## src/hdl/smc_pkg.sv

```systemverilog
package smc_pkg;

  // operating modes
  typedef enum logic [1:0] {
    M_NORMAL  = 2'd0,
    M_STANDBY = 2'd1,
    M_HIB     = 2'd2
  } mode_t;

  // payload identifiers
  typedef enum logic [1:0] {
    P_NONE = 2'd0,
    P_EDC0 = 2'd1,
    P_EDC1 = 2'd2,
    P_EXP  = 2'd3
  } pl_id_t;

  // command codes on the result channel
  typedef enum logic [2:0] {
    CMD_STATUS    = 3'd0,
    CMD_SET_MODE  = 3'd1,
    CMD_PL_ENABLE = 3'd2,
    CMD_PL_DIS    = 3'd3,
    CMD_EDC_STOP  = 3'd4,
    CMD_PX_START  = 3'd5,
    CMD_EDC_KICK  = 3'd6
  } cmd_kind_t;

  // configuration register indexes
  typedef enum logic [1:0] {
    CFG_EDC_SEL    = 2'd0,
    CFG_HIB_DUR    = 2'd1,
    CFG_EXP_PERIOD = 2'd2
  } cfg_index_t;

  localparam int STEP_N = 14;
  typedef logic [STEP_N-1:0] step_mask_t;

  // sequencer steps, in the order they run for one item
  typedef enum logic [STEP_N-1:0] {
    S_IDLE       = 14'h0001,
    S_ENTER      = 14'h0002,
    S_LEAVE      = 14'h0004,
    S_ZIN_MODE   = 14'h0008,
    S_ZIN_EN     = 14'h0010,
    S_ZOUT_STOP  = 14'h0020,
    S_ZOUT_DIS   = 14'h0040,
    S_ZOUT_EN    = 14'h0080,
    S_ZOUT_START = 14'h0100,
    S_EXP_MODE   = 14'h0200,
    S_EXP_DIS    = 14'h0400,
    S_TIMEOUT    = 14'h0800,
    S_KICK       = 14'h1000,
    S_STATUS     = 14'h2000
  } step_t;

  // classified item handed from front to back
  typedef struct packed {
    step_mask_t  steps;
    logic [31:0] now_time;
    logic        px_ok;
  } plan_t;

endpackage

```

## src/hdl/smc_if.sv

```systemverilog
interface smc_in_if import smc_pkg::*; ();
  logic        valid;
  logic        ready;
  logic [4:0]  event_flags;
  logic [31:0] now_time;
  logic        px_enable_ok;

  modport source (output valid, event_flags, now_time, px_enable_ok, input ready);
  modport sink (input valid, event_flags, now_time, px_enable_ok, output ready);
endinterface

interface smc_out_if import smc_pkg::*; ();
  logic        valid;
  logic        ready;
  cmd_kind_t   cmd_kind;
  logic [31:0] cmd_arg;
  mode_t       cur_mode;
  pl_id_t      cur_payload;
  logic        zone_flag;
  logic        hib_flag;
  logic        last;

  modport source (output valid, cmd_kind, cmd_arg, cur_mode, cur_payload, zone_flag,
                  hib_flag, last, input ready);
  modport sink (input valid, cmd_kind, cmd_arg, cur_mode, cur_payload, zone_flag,
                hib_flag, last, output ready);
endinterface

interface smc_cfg_if import smc_pkg::*; ();
  logic        valid;
  logic        ready;
  logic [1:0]  index;
  logic [31:0] data;

  modport source (output valid, index, data, input ready);
  modport sink (input valid, index, data, output ready);
endinterface

```

## src/hdl/smc_front.sv

```systemverilog
module smc_front import smc_pkg::*; (
  input  logic   clk,
  input  logic   rst,
  smc_in_if.sink events,
  output plan_t  plan,
  output logic   plan_valid,
  input  logic   plan_pop
);

  plan_t      slots [2];
  logic       wr_ptr;
  logic       rd_ptr;
  logic [1:0] count;
  logic       push;
  plan_t      incoming;
  step_mask_t steps;

  // classify: turn the event flags into the list of steps the back runs
  always_comb begin
    steps = S_TIMEOUT | S_KICK | S_STATUS;
    if (events.event_flags[0]) begin
      steps = steps | S_ENTER;
    end
    if (events.event_flags[1]) begin
      steps = steps | S_LEAVE;
    end
    if (events.event_flags[2]) begin
      steps = steps | S_ZIN_MODE | S_ZIN_EN;
    end
    if (events.event_flags[3]) begin
      steps = steps | S_ZOUT_STOP | S_ZOUT_DIS | S_ZOUT_EN | S_ZOUT_START;
    end
    if (events.event_flags[4]) begin
      steps = steps | S_EXP_MODE | S_EXP_DIS;
    end
    incoming.steps    = steps;
    incoming.now_time = events.now_time;
    incoming.px_ok    = events.px_enable_ok;
  end

  assign events.ready = (count != 2'd2);
  assign push         = events.valid && events.ready;
  assign plan         = slots[rd_ptr];
  assign plan_valid   = (count != 2'd0);

  // two-entry item queue
  always_ff @(posedge clk) begin
    if (rst) begin
      wr_ptr <= 1'b0;
      rd_ptr <= 1'b0;
      count  <= 2'd0;
    end else begin
      if (push) begin
        wr_ptr <= ~wr_ptr;
      end
      if (plan_pop) begin
        rd_ptr <= ~rd_ptr;
      end
      count <= count + 2'(push) - 2'(plan_pop);
    end
  end

  always_ff @(posedge clk) begin
    if (push) begin
      slots[wr_ptr] <= incoming;
    end
  end

endmodule

```

## src/hdl/smc_back.sv

```systemverilog
module smc_back import smc_pkg::*; #(
  parameter int TIME_WIDTH = 32
) (
  input  logic      clk,
  input  logic      rst,
  input  plan_t     plan,
  input  logic      plan_valid,
  output logic      plan_pop,
  smc_cfg_if.sink   cfg,
  smc_out_if.source cmds
);

  // configuration
  logic        edc_sel;
  logic [31:0] hib_dur;
  logic [31:0] exp_period;

  // controller state
  step_t                 state;
  step_t                 state_next;
  mode_t                 mode;
  mode_t                 mode_next;
  logic [TIME_WIDTH-1:0] mode_change_time;
  logic [TIME_WIDTH-1:0] mode_change_time_next;
  pl_id_t                payload;
  pl_id_t                payload_next;
  logic                  in_zone;
  logic                  in_zone_next;
  logic                  edc_on;
  logic                  edc_on_next;
  logic                  hib;
  logic                  hib_next;
  logic                  zone_exit;
  logic                  zone_exit_next;

  // output register
  logic        out_valid;
  cmd_kind_t   out_kind;
  logic [31:0] out_arg;
  mode_t       out_mode;
  pl_id_t      out_payload;
  logic        out_zone;
  logic        out_hib;
  logic        out_last;

  logic                  emit;
  cmd_kind_t             kind;
  logic [31:0]           arg;
  logic                  last_flag;
  logic                  slot_free;
  logic                  adv;
  mode_t                 wake;
  logic [TIME_WIDTH-1:0] now_t;
  logic [TIME_WIDTH-1:0] deadline;
  step_mask_t            later;
  step_mask_t            cand;
  step_mask_t            first;

  assign cfg.ready = 1'b1;

  // configuration writes
  always_ff @(posedge clk) begin
    if (rst) begin
      edc_sel    <= 1'b0;
      hib_dur    <= 32'd0;
      exp_period <= 32'd0;
    end else if (cfg.valid) begin
      unique case (cfg.index)
        CFG_EDC_SEL:    edc_sel    <= cfg.data[0];
        CFG_HIB_DUR:    hib_dur    <= cfg.data;
        CFG_EXP_PERIOD: exp_period <= cfg.data;
        default: ;
      endcase
    end
  end

  assign now_t    = TIME_WIDTH'(plan.now_time);
  assign deadline = mode_change_time + TIME_WIDTH'(hib_dur);
  assign wake     = (in_zone || payload == P_EXP) ? M_NORMAL : M_STANDBY;

  // one step: state update and the command it emits
  always_comb begin
    mode_next             = mode;
    mode_change_time_next = mode_change_time;
    payload_next          = payload;
    in_zone_next          = in_zone;
    edc_on_next           = edc_on;
    hib_next              = hib;
    zone_exit_next        = zone_exit;
    emit                  = 1'b0;
    kind                  = CMD_STATUS;
    arg                   = 32'd0;
    last_flag             = 1'b0;
    unique case (state)
      S_IDLE: ;
      S_ENTER: begin
        hib_next              = 1'b1;
        mode_next             = M_HIB;
        mode_change_time_next = now_t;
        emit                  = 1'b1;
        kind                  = CMD_SET_MODE;
        arg                   = 32'(M_HIB);
      end
      S_LEAVE: begin
        hib_next              = 1'b0;
        mode_next             = wake;
        mode_change_time_next = now_t;
        emit                  = 1'b1;
        kind                  = CMD_SET_MODE;
        arg                   = 32'(wake);
      end
      S_ZIN_MODE: begin
        if (!hib) begin
          mode_next             = M_NORMAL;
          mode_change_time_next = now_t;
          emit                  = 1'b1;
          kind                  = CMD_SET_MODE;
          arg                   = 32'(M_NORMAL);
        end
      end
      S_ZIN_EN: begin
        if (!in_zone) begin
          in_zone_next = 1'b1;
          payload_next = edc_sel ? P_EDC1 : P_EDC0;
          edc_on_next  = 1'b1;
          emit         = 1'b1;
          kind         = CMD_PL_ENABLE;
          arg          = 32'(payload_next);
        end
      end
      S_ZOUT_STOP: begin
        edc_on_next = 1'b0;
        emit        = 1'b1;
        kind        = CMD_EDC_STOP;
      end
      S_ZOUT_DIS: begin
        emit = 1'b1;
        kind = CMD_PL_DIS;
        arg  = 32'(payload);
      end
      S_ZOUT_EN: begin
        zone_exit_next = in_zone;
        if (in_zone) begin
          in_zone_next = 1'b0;
          payload_next = P_EXP;
          emit         = 1'b1;
          kind         = CMD_PL_ENABLE;
          arg          = 32'(P_EXP);
        end
      end
      S_ZOUT_START: begin
        if (zone_exit && plan.px_ok) begin
          emit = 1'b1;
          kind = CMD_PX_START;
          arg  = exp_period;
        end
      end
      S_EXP_MODE: begin
        if (!hib) begin
          mode_next             = M_STANDBY;
          mode_change_time_next = now_t;
          emit                  = 1'b1;
          kind                  = CMD_SET_MODE;
          arg                   = 32'(M_STANDBY);
        end
      end
      S_EXP_DIS: begin
        // disable goes out with the old payload, then it is cleared silently
        emit = 1'b1;
        kind = CMD_PL_DIS;
        arg  = 32'(payload);
      end
      S_TIMEOUT: begin
        if (mode == M_HIB && deadline <= now_t) begin
          hib_next              = 1'b0;
          mode_next             = wake;
          mode_change_time_next = now_t;
          emit                  = 1'b1;
          kind                  = CMD_SET_MODE;
          arg                   = 32'(wake);
        end
      end
      S_KICK: begin
        if (in_zone && edc_on) begin
          emit = 1'b1;
          kind = CMD_EDC_KICK;
        end
      end
      S_STATUS: begin
        emit      = 1'b1;
        kind      = CMD_STATUS;
        last_flag = 1'b1;
      end
      default: ;
    endcase
  end

  // next step: lowest enabled step above the current one
  assign later = ~((step_mask_t'(state) << 1) - step_mask_t'(1));
  assign cand  = plan.steps & later;
  assign first = cand & (~cand + step_mask_t'(1));

  assign slot_free = !out_valid || cmds.ready;
  assign adv       = (state == S_IDLE) ? plan_valid : (!emit || slot_free);
  assign plan_pop  = (state == S_STATUS) && adv;

  always_comb begin
    state_next = state;
    if (adv) begin
      state_next = (state == S_STATUS) ? S_IDLE : step_t'(first);
    end
  end

  // sequencer and controller state
  always_ff @(posedge clk) begin
    if (rst) begin
      state            <= S_IDLE;
      mode             <= M_NORMAL;
      mode_change_time <= '0;
      payload          <= P_NONE;
      in_zone          <= 1'b0;
      edc_on           <= 1'b0;
      hib              <= 1'b0;
      zone_exit        <= 1'b0;
    end else begin
      state <= state_next;
      if (adv) begin
        mode             <= mode_next;
        mode_change_time <= mode_change_time_next;
        payload          <= (state == S_EXP_DIS) ? P_NONE : payload_next;
        in_zone          <= in_zone_next;
        edc_on           <= edc_on_next;
        hib              <= hib_next;
        zone_exit        <= zone_exit_next;
      end
    end
  end

  // output register valid
  always_ff @(posedge clk) begin
    if (rst) begin
      out_valid <= 1'b0;
    end else if (adv && emit) begin
      out_valid <= 1'b1;
    end else if (cmds.ready) begin
      out_valid <= 1'b0;
    end
  end

  // output register payload, snapshot after the step
  always_ff @(posedge clk) begin
    if (adv && emit) begin
      out_kind    <= kind;
      out_arg     <= arg;
      out_mode    <= mode_next;
      out_payload <= payload_next;
      out_zone    <= in_zone_next;
      out_hib     <= hib_next;
      out_last    <= last_flag;
    end
  end

  assign cmds.valid       = out_valid;
  assign cmds.cmd_kind    = out_kind;
  assign cmds.cmd_arg     = out_arg;
  assign cmds.cur_mode    = out_mode;
  assign cmds.cur_payload = out_payload;
  assign cmds.zone_flag   = out_zone;
  assign cmds.hib_flag    = out_hib;
  assign cmds.last        = out_last;

  // hibernation request and hibernation mode move together
  a_hib_mode: assert property (@(posedge clk) disable iff (rst)
    hib == (mode == M_HIB))
    else $error("hibernation flag and mode disagree");

  // edc is only active inside the zone
  a_edc_zone: assert property (@(posedge clk) disable iff (rst)
    edc_on |-> in_zone)
    else $error("edc active outside zone");

  // an item leaves the queue only with its final status item loaded
  a_pop_last: assert property (@(posedge clk) disable iff (rst)
    plan_pop |=> (out_valid && out_last && out_kind == CMD_STATUS))
    else $error("item retired without status");

  // the head item stays present while its steps run
  a_busy_head: assert property (@(posedge clk) disable iff (rst)
    (state != S_IDLE) |-> plan_valid)
    else $error("sequencer running without an item");

endmodule

```

## src/hdl/satellite_mode_controller_top.sv

```systemverilog
// Mode controller: each item on events is one control period and yields an
// ordered run of commands on cmds, closed by a status item with last set.
// The front takes items into a two-entry queue whenever it has room, so
// the next period can be accepted while commands are still going out. The
// back runs one step per cycle through the steps the event flags enable,
// plus the hibernation timeout, edc kick and status steps, and picks each
// item up from its idle step; a step that emits a command waits while cmds
// holds ready low with the output register still full.
// Configuration writes on cfg are always ready and take effect next cycle.
module satellite_mode_controller_top import smc_pkg::*; #(
  parameter int TIME_WIDTH = 32
) (
  input  logic      clk,
  input  logic      rst,
  smc_in_if.sink    events,
  smc_out_if.source cmds,
  smc_cfg_if.sink   cfg
);

  plan_t plan;
  logic  plan_valid;
  logic  plan_pop;

  // item intake and classification
  smc_front u_front (
    .clk        (clk),
    .rst        (rst),
    .events     (events),
    .plan       (plan),
    .plan_valid (plan_valid),
    .plan_pop   (plan_pop)
  );

  // command sequencer and controller state
  smc_back #(
    .TIME_WIDTH (TIME_WIDTH)
  ) u_back (
    .clk        (clk),
    .rst        (rst),
    .plan       (plan),
    .plan_valid (plan_valid),
    .plan_pop   (plan_pop),
    .cfg        (cfg),
    .cmds       (cmds)
  );

endmodule

```

## src/flat_wrapper.sv

```systemverilog
// flat-port wrapper written by rule: the top's interface ports become plain ports
module satellite_mode_controller_top_flat import smc_pkg::*;
#(
  parameter int TIME_WIDTH = 32
)
  (clk, rst, events_valid, events_event_flags, events_now_time, events_px_enable_ok, events_ready, cmds_valid, cmds_cmd_kind, cmds_cmd_arg, cmds_cur_mode, cmds_cur_payload, cmds_zone_flag, cmds_hib_flag, cmds_last, cmds_ready, cfg_valid, cfg_index, cfg_data, cfg_ready);
  smc_in_if events_i ();
  smc_out_if cmds_i ();
  smc_cfg_if cfg_i ();
  input  logic clk;
  input  logic rst;
  input wire logic [$bits(events_i.valid)-1:0] events_valid;
  input wire logic [$bits(events_i.event_flags)-1:0] events_event_flags;
  input wire logic [$bits(events_i.now_time)-1:0] events_now_time;
  input wire logic [$bits(events_i.px_enable_ok)-1:0] events_px_enable_ok;
  output wire logic [$bits(events_i.ready)-1:0] events_ready;
  output wire logic [$bits(cmds_i.valid)-1:0] cmds_valid;
  output wire logic [$bits(cmds_i.cmd_kind)-1:0] cmds_cmd_kind;
  output wire logic [$bits(cmds_i.cmd_arg)-1:0] cmds_cmd_arg;
  output wire logic [$bits(cmds_i.cur_mode)-1:0] cmds_cur_mode;
  output wire logic [$bits(cmds_i.cur_payload)-1:0] cmds_cur_payload;
  output wire logic [$bits(cmds_i.zone_flag)-1:0] cmds_zone_flag;
  output wire logic [$bits(cmds_i.hib_flag)-1:0] cmds_hib_flag;
  output wire logic [$bits(cmds_i.last)-1:0] cmds_last;
  input wire logic [$bits(cmds_i.ready)-1:0] cmds_ready;
  input wire logic [$bits(cfg_i.valid)-1:0] cfg_valid;
  input wire logic [$bits(cfg_i.index)-1:0] cfg_index;
  input wire logic [$bits(cfg_i.data)-1:0] cfg_data;
  output wire logic [$bits(cfg_i.ready)-1:0] cfg_ready;
  assign events_i.valid = events_valid;
  assign events_i.event_flags = events_event_flags;
  assign events_i.now_time = events_now_time;
  assign events_i.px_enable_ok = events_px_enable_ok;
  assign events_ready = events_i.ready;
  assign cmds_valid = cmds_i.valid;
  assign cmds_cmd_kind = cmds_i.cmd_kind;
  assign cmds_cmd_arg = cmds_i.cmd_arg;
  assign cmds_cur_mode = cmds_i.cur_mode;
  assign cmds_cur_payload = cmds_i.cur_payload;
  assign cmds_zone_flag = cmds_i.zone_flag;
  assign cmds_hib_flag = cmds_i.hib_flag;
  assign cmds_last = cmds_i.last;
  assign cmds_i.ready = cmds_ready;
  assign cfg_i.valid = cfg_valid;
  assign cfg_i.index = cfg_index;
  assign cfg_i.data = cfg_data;
  assign cfg_ready = cfg_i.ready;
  satellite_mode_controller_top #(.TIME_WIDTH(TIME_WIDTH)) u_core (.clk(clk), .rst(rst), .events(events_i), .cmds(cmds_i), .cfg(cfg_i));
endmodule
```

## config.mk

```make
export PLATFORM = sky130hd
export DESIGN_NAME = satellite_mode_controller_top_flat
export DESIGN_NICKNAME = d
export VERILOG_FILES = /design/src/hdl/smc_pkg.sv /design/src/hdl/smc_if.sv /design/src/hdl/smc_front.sv /design/src/hdl/smc_back.sv /design/src/hdl/satellite_mode_controller_top.sv /design/src/flat_wrapper.sv
export SDC_FILE = /design/constraint.sdc
export NUM_CORES = 1
export LEC_CHECK = 0
export BUFFER_PORTS_ARGS = -buffer_cell sky130_fd_sc_hd__buf_2
export CAP_MARGIN = 20
export CORE_MARGIN = 5
export CORE_UTILIZATION = 54
export CTS_CLUSTER_SIZE = 10
export DETAILED_ROUTE_END_ITERATION = 6
export PLACE_DENSITY = 0.81
export SYNTH_ARGS = -nofsm -noshare
export SYNTH_HDL_FRONTEND = slang
export SYNTH_SLANG_ARGS = --single-unit
```

## constraint.sdc

```tcl
create_clock -name clk -period 6.25 [get_ports clk]
set_input_delay 0.625 -clock clk [delete_from_list [all_inputs] [get_ports clk]]
set_output_delay 0.625 -clock clk [all_outputs]
set_load 0.01 [all_outputs]
```

# Yosys cells after proc, flatten, opt, wreduce, memory -nomap -nowiden
# Memory sizes are Yosys's and may differ from the RTL's. A register that Yosys moved wholly into a read port is not among the register bits.
# Index checks and enable logic that the tools add are counted.
# Widths: inputs -> output; s select.
# word_totals
wordCells	135
out_inout_bits	45
latch_bits	0
rom_bits	0
regBits	166
ramBits	88
mem_count	1
# classes
div_mod_pow	0
mux	52
bitwise	6
reduce_logical	26
n_lt_le_gt_ge	1
shift	0
n_mul	0
eq_ne	22
add_sub_neg	5
# mem_list
memory	depth	width	rd	rd_clocked_by_memory_dff	write_ports	line	text
u_core.u_front.slots	2	44	1	1	1	smc_front.sv:10	plan_t slots [2];
# ops
op	count
$pmux 32 s8	1
$mux 32	3
$pmux 32 s3	1
$add 32x32->32	1
$le 32x32->1	1
$and 14x14->14	2
$not 14->14	2
$pmux 3 s9	1
$mux 2	12
$mux 1	21
$add 14x1->14 const B	1
$eq 14x1->1 const B	1
$eq 14x10->1 const B	1
$eq 14x11->1 const B	1
$eq 14x12->1 const B	1
$eq 14x13->1 const B	1
$eq 14x14->1 const B	1
$eq 14x2->1 const B	1
$eq 14x3->1 const B	1
$eq 14x4->1 const B	1
$eq 14x5->1 const B	1
$eq 14x6->1 const B	1
$eq 14x7->1 const B	1
$eq 14x8->1 const B	1
other kinds (29)	53

# Logic depth before layout (Yosys ltp)
# logic_depth
ltp_word	11
ltp_mapped	23
ltp_nobuf	22

# Cells and area by module
# Synthesis repeated with hierarchy kept, for this count alone.
# unflattened
cells_unflattened	1221
area_unflattened_um2	12241.7
# by_module_without_submodules
module	instances	cells_per_inst	area_per_inst_um2	seq_area_each_um2
smc_back	1	1064	9172.5	3663.5
smc_front	1	157	3069.2	2382.3

# Least setup slack after synthesis
# Ideal clock, no wire load.
# synth_path
path_kind	reg-to-reg
from	reg u_core.u_back.hib_dur[0]
to	reg u_core.u_back.out_arg[0] (netlist: u_core.u_back.cmds.cmd_arg[0]), enable pin
period_less_slack_ps	6404
path_buffers	0
setup_ps	441
arrival_time_ps	5962
path_stages_with_launch	22
path_slack_ps	-154
cell_sequence	dfxtp_1 > ha_1 > inv_1 > fa_1 > nor2b_1 > o31a_1 > o2111ai_1 > a31oi_1 > o21ai_0 > a311oi_1 > nor3_1 > o31ai_1 > xnor2_1 > ha_1 > nand4_1 > nor4_1 > nand3_1 > and2_1 > a22o_1 > a21oi_1 > nor4_1 > nor2_1
# synth_via
elab_chain_len	9
# synth_lines
element	line	text
from (decl)	smc_back.sv:15	logic [31:0] hib_dur;
from (signal assigned)	smc_back.sv:70	CFG_HIB_DUR: hib_dur <= cfg.data;
$add 32x32->32 (*)	smc_back.sv:78	assign deadline = mode_change_time + TIME_WIDTH'(hib_dur);
$le 32x32->1 (*)	smc_back.sv:174	if (mode == M_HIB && deadline <= now_t) begin
$logic_and 1x1->1 (*)	smc_back.sv:174	
$mux 1 (*)	smc_back.sv:174	
$pmux 1 s7 (*)	smc_back.sv:94	unique case (state)
$logic_not 1->1	smc_back.sv:204	assign adv = (state == S_IDLE) ? plan_valid : (!emit || slot_free);
$logic_or 1x1->1	smc_back.sv:204	
$mux 1	smc_back.sv:204	
$logic_and 1x1->1 (*)	smc_back.sv:252	if (adv && emit) begin
to (signal assigned)	smc_back.sv:254	out_arg <= arg;
to (decl)	smc_back.sv:39	logic [31:0] out_arg;
# Every way passes the cells marked *; elsewhere a longest branch is shown, timed or not.
# A chain may end at the register's enable or synchronous reset.

# Final worst setup path
# layout_path
from	reg u_core.u_back.hib_dur[3]
to	reg u_core.u_back.out_arg[4] (netlist: u_core.u_back.cmds.cmd_arg[4]), enable pin
# Same word-level chain as after synthesis.

==> metrics.cfg <==
[timing]
slew_violations=0
hold_violations=0
max_freq_mhz=174
finalSetupTns_ps=0
worst_slew_pin_slew_ps=1060
fin_skew_ps=24.6
finalCritPeriodShare_pct=92.1
slew_headroom_pct=29.5
setup_viol=0
rsz0062_at_grt=no
fin_crit_ps=5760

[routing]
top_layer_used=met4
drc=0
wl_met2_um=12700
num_vias=9073
met3WireLength_um=1940
vias_per_cell=5.75
antenna_left=0
routedWlPerCell_um=17.6
drtPass1Iterations=5
drt_iter0_drc=640
drt_wl_total_um=27800
wl_met1_um=12400

[floorplan]
num_rows=54
ioPinCount=122
die_h_um=159
design.core.area_um2=21900
start_util_pct=55.0
die_area_um2=25400
dieWidth_um=159

[yosys]
synth_area_um2=12000
yosys_warnings=0
synth_seq_area_share_pct=50.2
ys_ff_latch=243
avgSynthCellArea_um2=10.3
dominantRegCellSynth=dfxtp_1
synthArstFlopShare_pct=0
syn_inst=1170
synth_area_leaders=edfxtp_1 (29%), dfxtp_1 (21%), ha_1 (7.1%), nand2_1 (5.2%), a21oi_1 (4.1%)
synth.largest_area_cell=edfxtp_1
synth_cell_types=85
syn-num-nets=1316
synth_edf_count=118
synth_top_area_share_pct=29.4

[setup_path]
crit_type=reg2reg
worst-path-max-fanout=42
startpoint_type=register
crit_path_end_kind=register
worst_ep_arrival_time_ps=5980
crit_required_ps=6470

[clock_network]
cts_hold_buf=0
clock-sinks=243
numCtsBuffers=28
htreeDepth=1
clock-root-buffer=clkbuf_16
cts_buffer_depth=3
clk_latency_ps=550
cts_tree=done
clk_pin_slew_ps=60

[power]
ir_drop_v=0.000227
cellPowerDensity_nw_per_um2=303
power_leakage_nw=5.35

[finish]
areaGrowthSynthToFinish_pct=13.8
finish.utilization_pct=62.6
drive_gt1_share_pct=16.0
filler_cell_count=1751
final_common_cell=nand2_1
final_cell_mix=nand2_1 (167), dfxtp_1 (124), buf_2 (119)
insertedDiodeCount=0
regArea_um2=6050
multi_input_area_um2=5620
layout.nets=1423

[outcome]
status=finished clean

[grt]
antenna_found_initial=0
grt_pass1_vias=8719
grt_pass1_wl_um=44900
globalRoute.totalOverflow=0
grt.total_usage_pct=21.0
grt_max_degree=103

[placement]
portBuffers=120
gp_congestion=0.950
dp_hpwl_um=20000

[flow_run]
max_cap_violations=0

[worst_hold_path]
hp-class=in2reg

## layout make-up
type	instances	area share, %
Tap cell	280	2.56
Clock inverter	2	0.256
Inverter	22	0.603
Timing Repair Buffer	135	5.74
Multi-Input combinational cell	847	41.0
Clock buffer	49	5.69
Sequential cell	243	44.1
## registers in the layout (all words and copies together) (netlist names), 3 cells and up, named ones only
| signal | count |
|---|---|
| u_core.u_back.exp_period | 32 |
| u_core.u_back.mode_change_time | 32 |
| u_core.u_back.hib_dur | 32 |
| u_core.u_back.cmds.cmd_kind | 3 |
| u_core.u_back.state | 14 |
| u_core.u_back.cmds.cmd_arg | 32 |
| u_core.u_front.slots | 76 |
## repair_timing
item                       CTS  global route
setup buffers                0             2
resized for setup            0             3
setup endpoints to repair    0            94
## stage by stage
step | area [um^2] | power, mW | hold slack (ps) | instances | setup WS, ps
5_1_grt | 13700 | 4.36 | 240 | 1578 | 57.3
3_5_place_dp | 12800 | 2.72 | 445 | 1524 | 283
4_1_cts | 13600 | 4.17 | 246 | 1575 | 232
6_report | 13700 | 4.16 | 262 | 1578 | 494
3_3_place_gp | 12800 | 2.69 | 438 | 1523 | 603
2_1_floorplan | 12000 | 2.48 | 432 | 1170 | 539
## where the power goes
part           switching, mW  leakage [nW]  internal (mW)
sequential            0.0723          2.10           1.84
clock                  0.608         0.385          0.841
combinational          0.481          2.87          0.317
total                   1.16          5.35           2.99
## worst max-delay path, cell delays in order (launching register included)
cell	delay (ps)
dfxtp_1	310
ha_1	350
o21ai_0	150
o21ai_0	290
nand2_1	160
a211o_1	320
o211a_1	260
o31a_1	330
o21ai_0	420
a221oi_1	170
xnor2_1	160
ha_1	300
nand4_1	160
nor4_2	480
nand3_1	210
and2_1	200
a22o_1	270
a21oi_1	360
nor4_1	150
nor2_4	150
buf_12	240
## kinds of logic (layout without fill, tap and decap cells)
family / Yosys count / in the layout / synth area share (%)
AO/OA/AOI/OAI: 247 / 247 / 13.2
XOR/XNOR: 40 / 40 / 2.91
other: 1 / 1 / 0.0311
buffers and inverters: 80 / 208 / 3.39
adder cells (fa/ha/maj): 69 / 69 / 7.23
multiplexers: 53 / 53 / 4.46
AND/OR/NAND/NOR: 437 / 437 / 18.6
flip-flops: 243 / 243 / 50.2
## worst paths after layout
check / start / end / slack, ps / cells after the start
setup / recovery: u_core.u_back.hib_dur[3] / u_core.u_back.cmds.cmd_arg[4] / 490 / 20
hold / removal: events_now_time[18] / u_core.u_front.slots[1][19] / 260 / 1
setup reg to reg: u_core.u_back.hib_dur[3] / u_core.u_back.cmds.cmd_arg[4] / 490 / 20
hold reg to reg: u_core.u_back.exp_period[14] / u_core.u_back.exp_period[14] / 450 / 2
## Yosys cell counts, drive strengths merged (5+ instances only)
master	count
or4	6
ha	68
nand2	168
nor2b	10
mux2i	48
mux2	5
a21o	25
o21a	7
nor4	14
clkbuf	42
nor2	83
o41ai	7
buf	15
and3	11
edfxtp	118
or4b	7
nand3	19
nand4	14
nand2b	21
nor3	21
dfxtp	125
or2	7
xnor2	26
inv	22
a211oi	35
xor2	14
a31oi	7
and2	36
o21ai	31
a21oi	99
## per-layer routing
metal | GRT usage, % | vias to the layer above
li1 | - | 4449
met1 | 29.5 | 4270
met2 | 33.3 | 295
met5 | 0 | -
met4 | 6.82 | 0
met3 | 3.70 | 59
(Power assumes the default switching activity.)
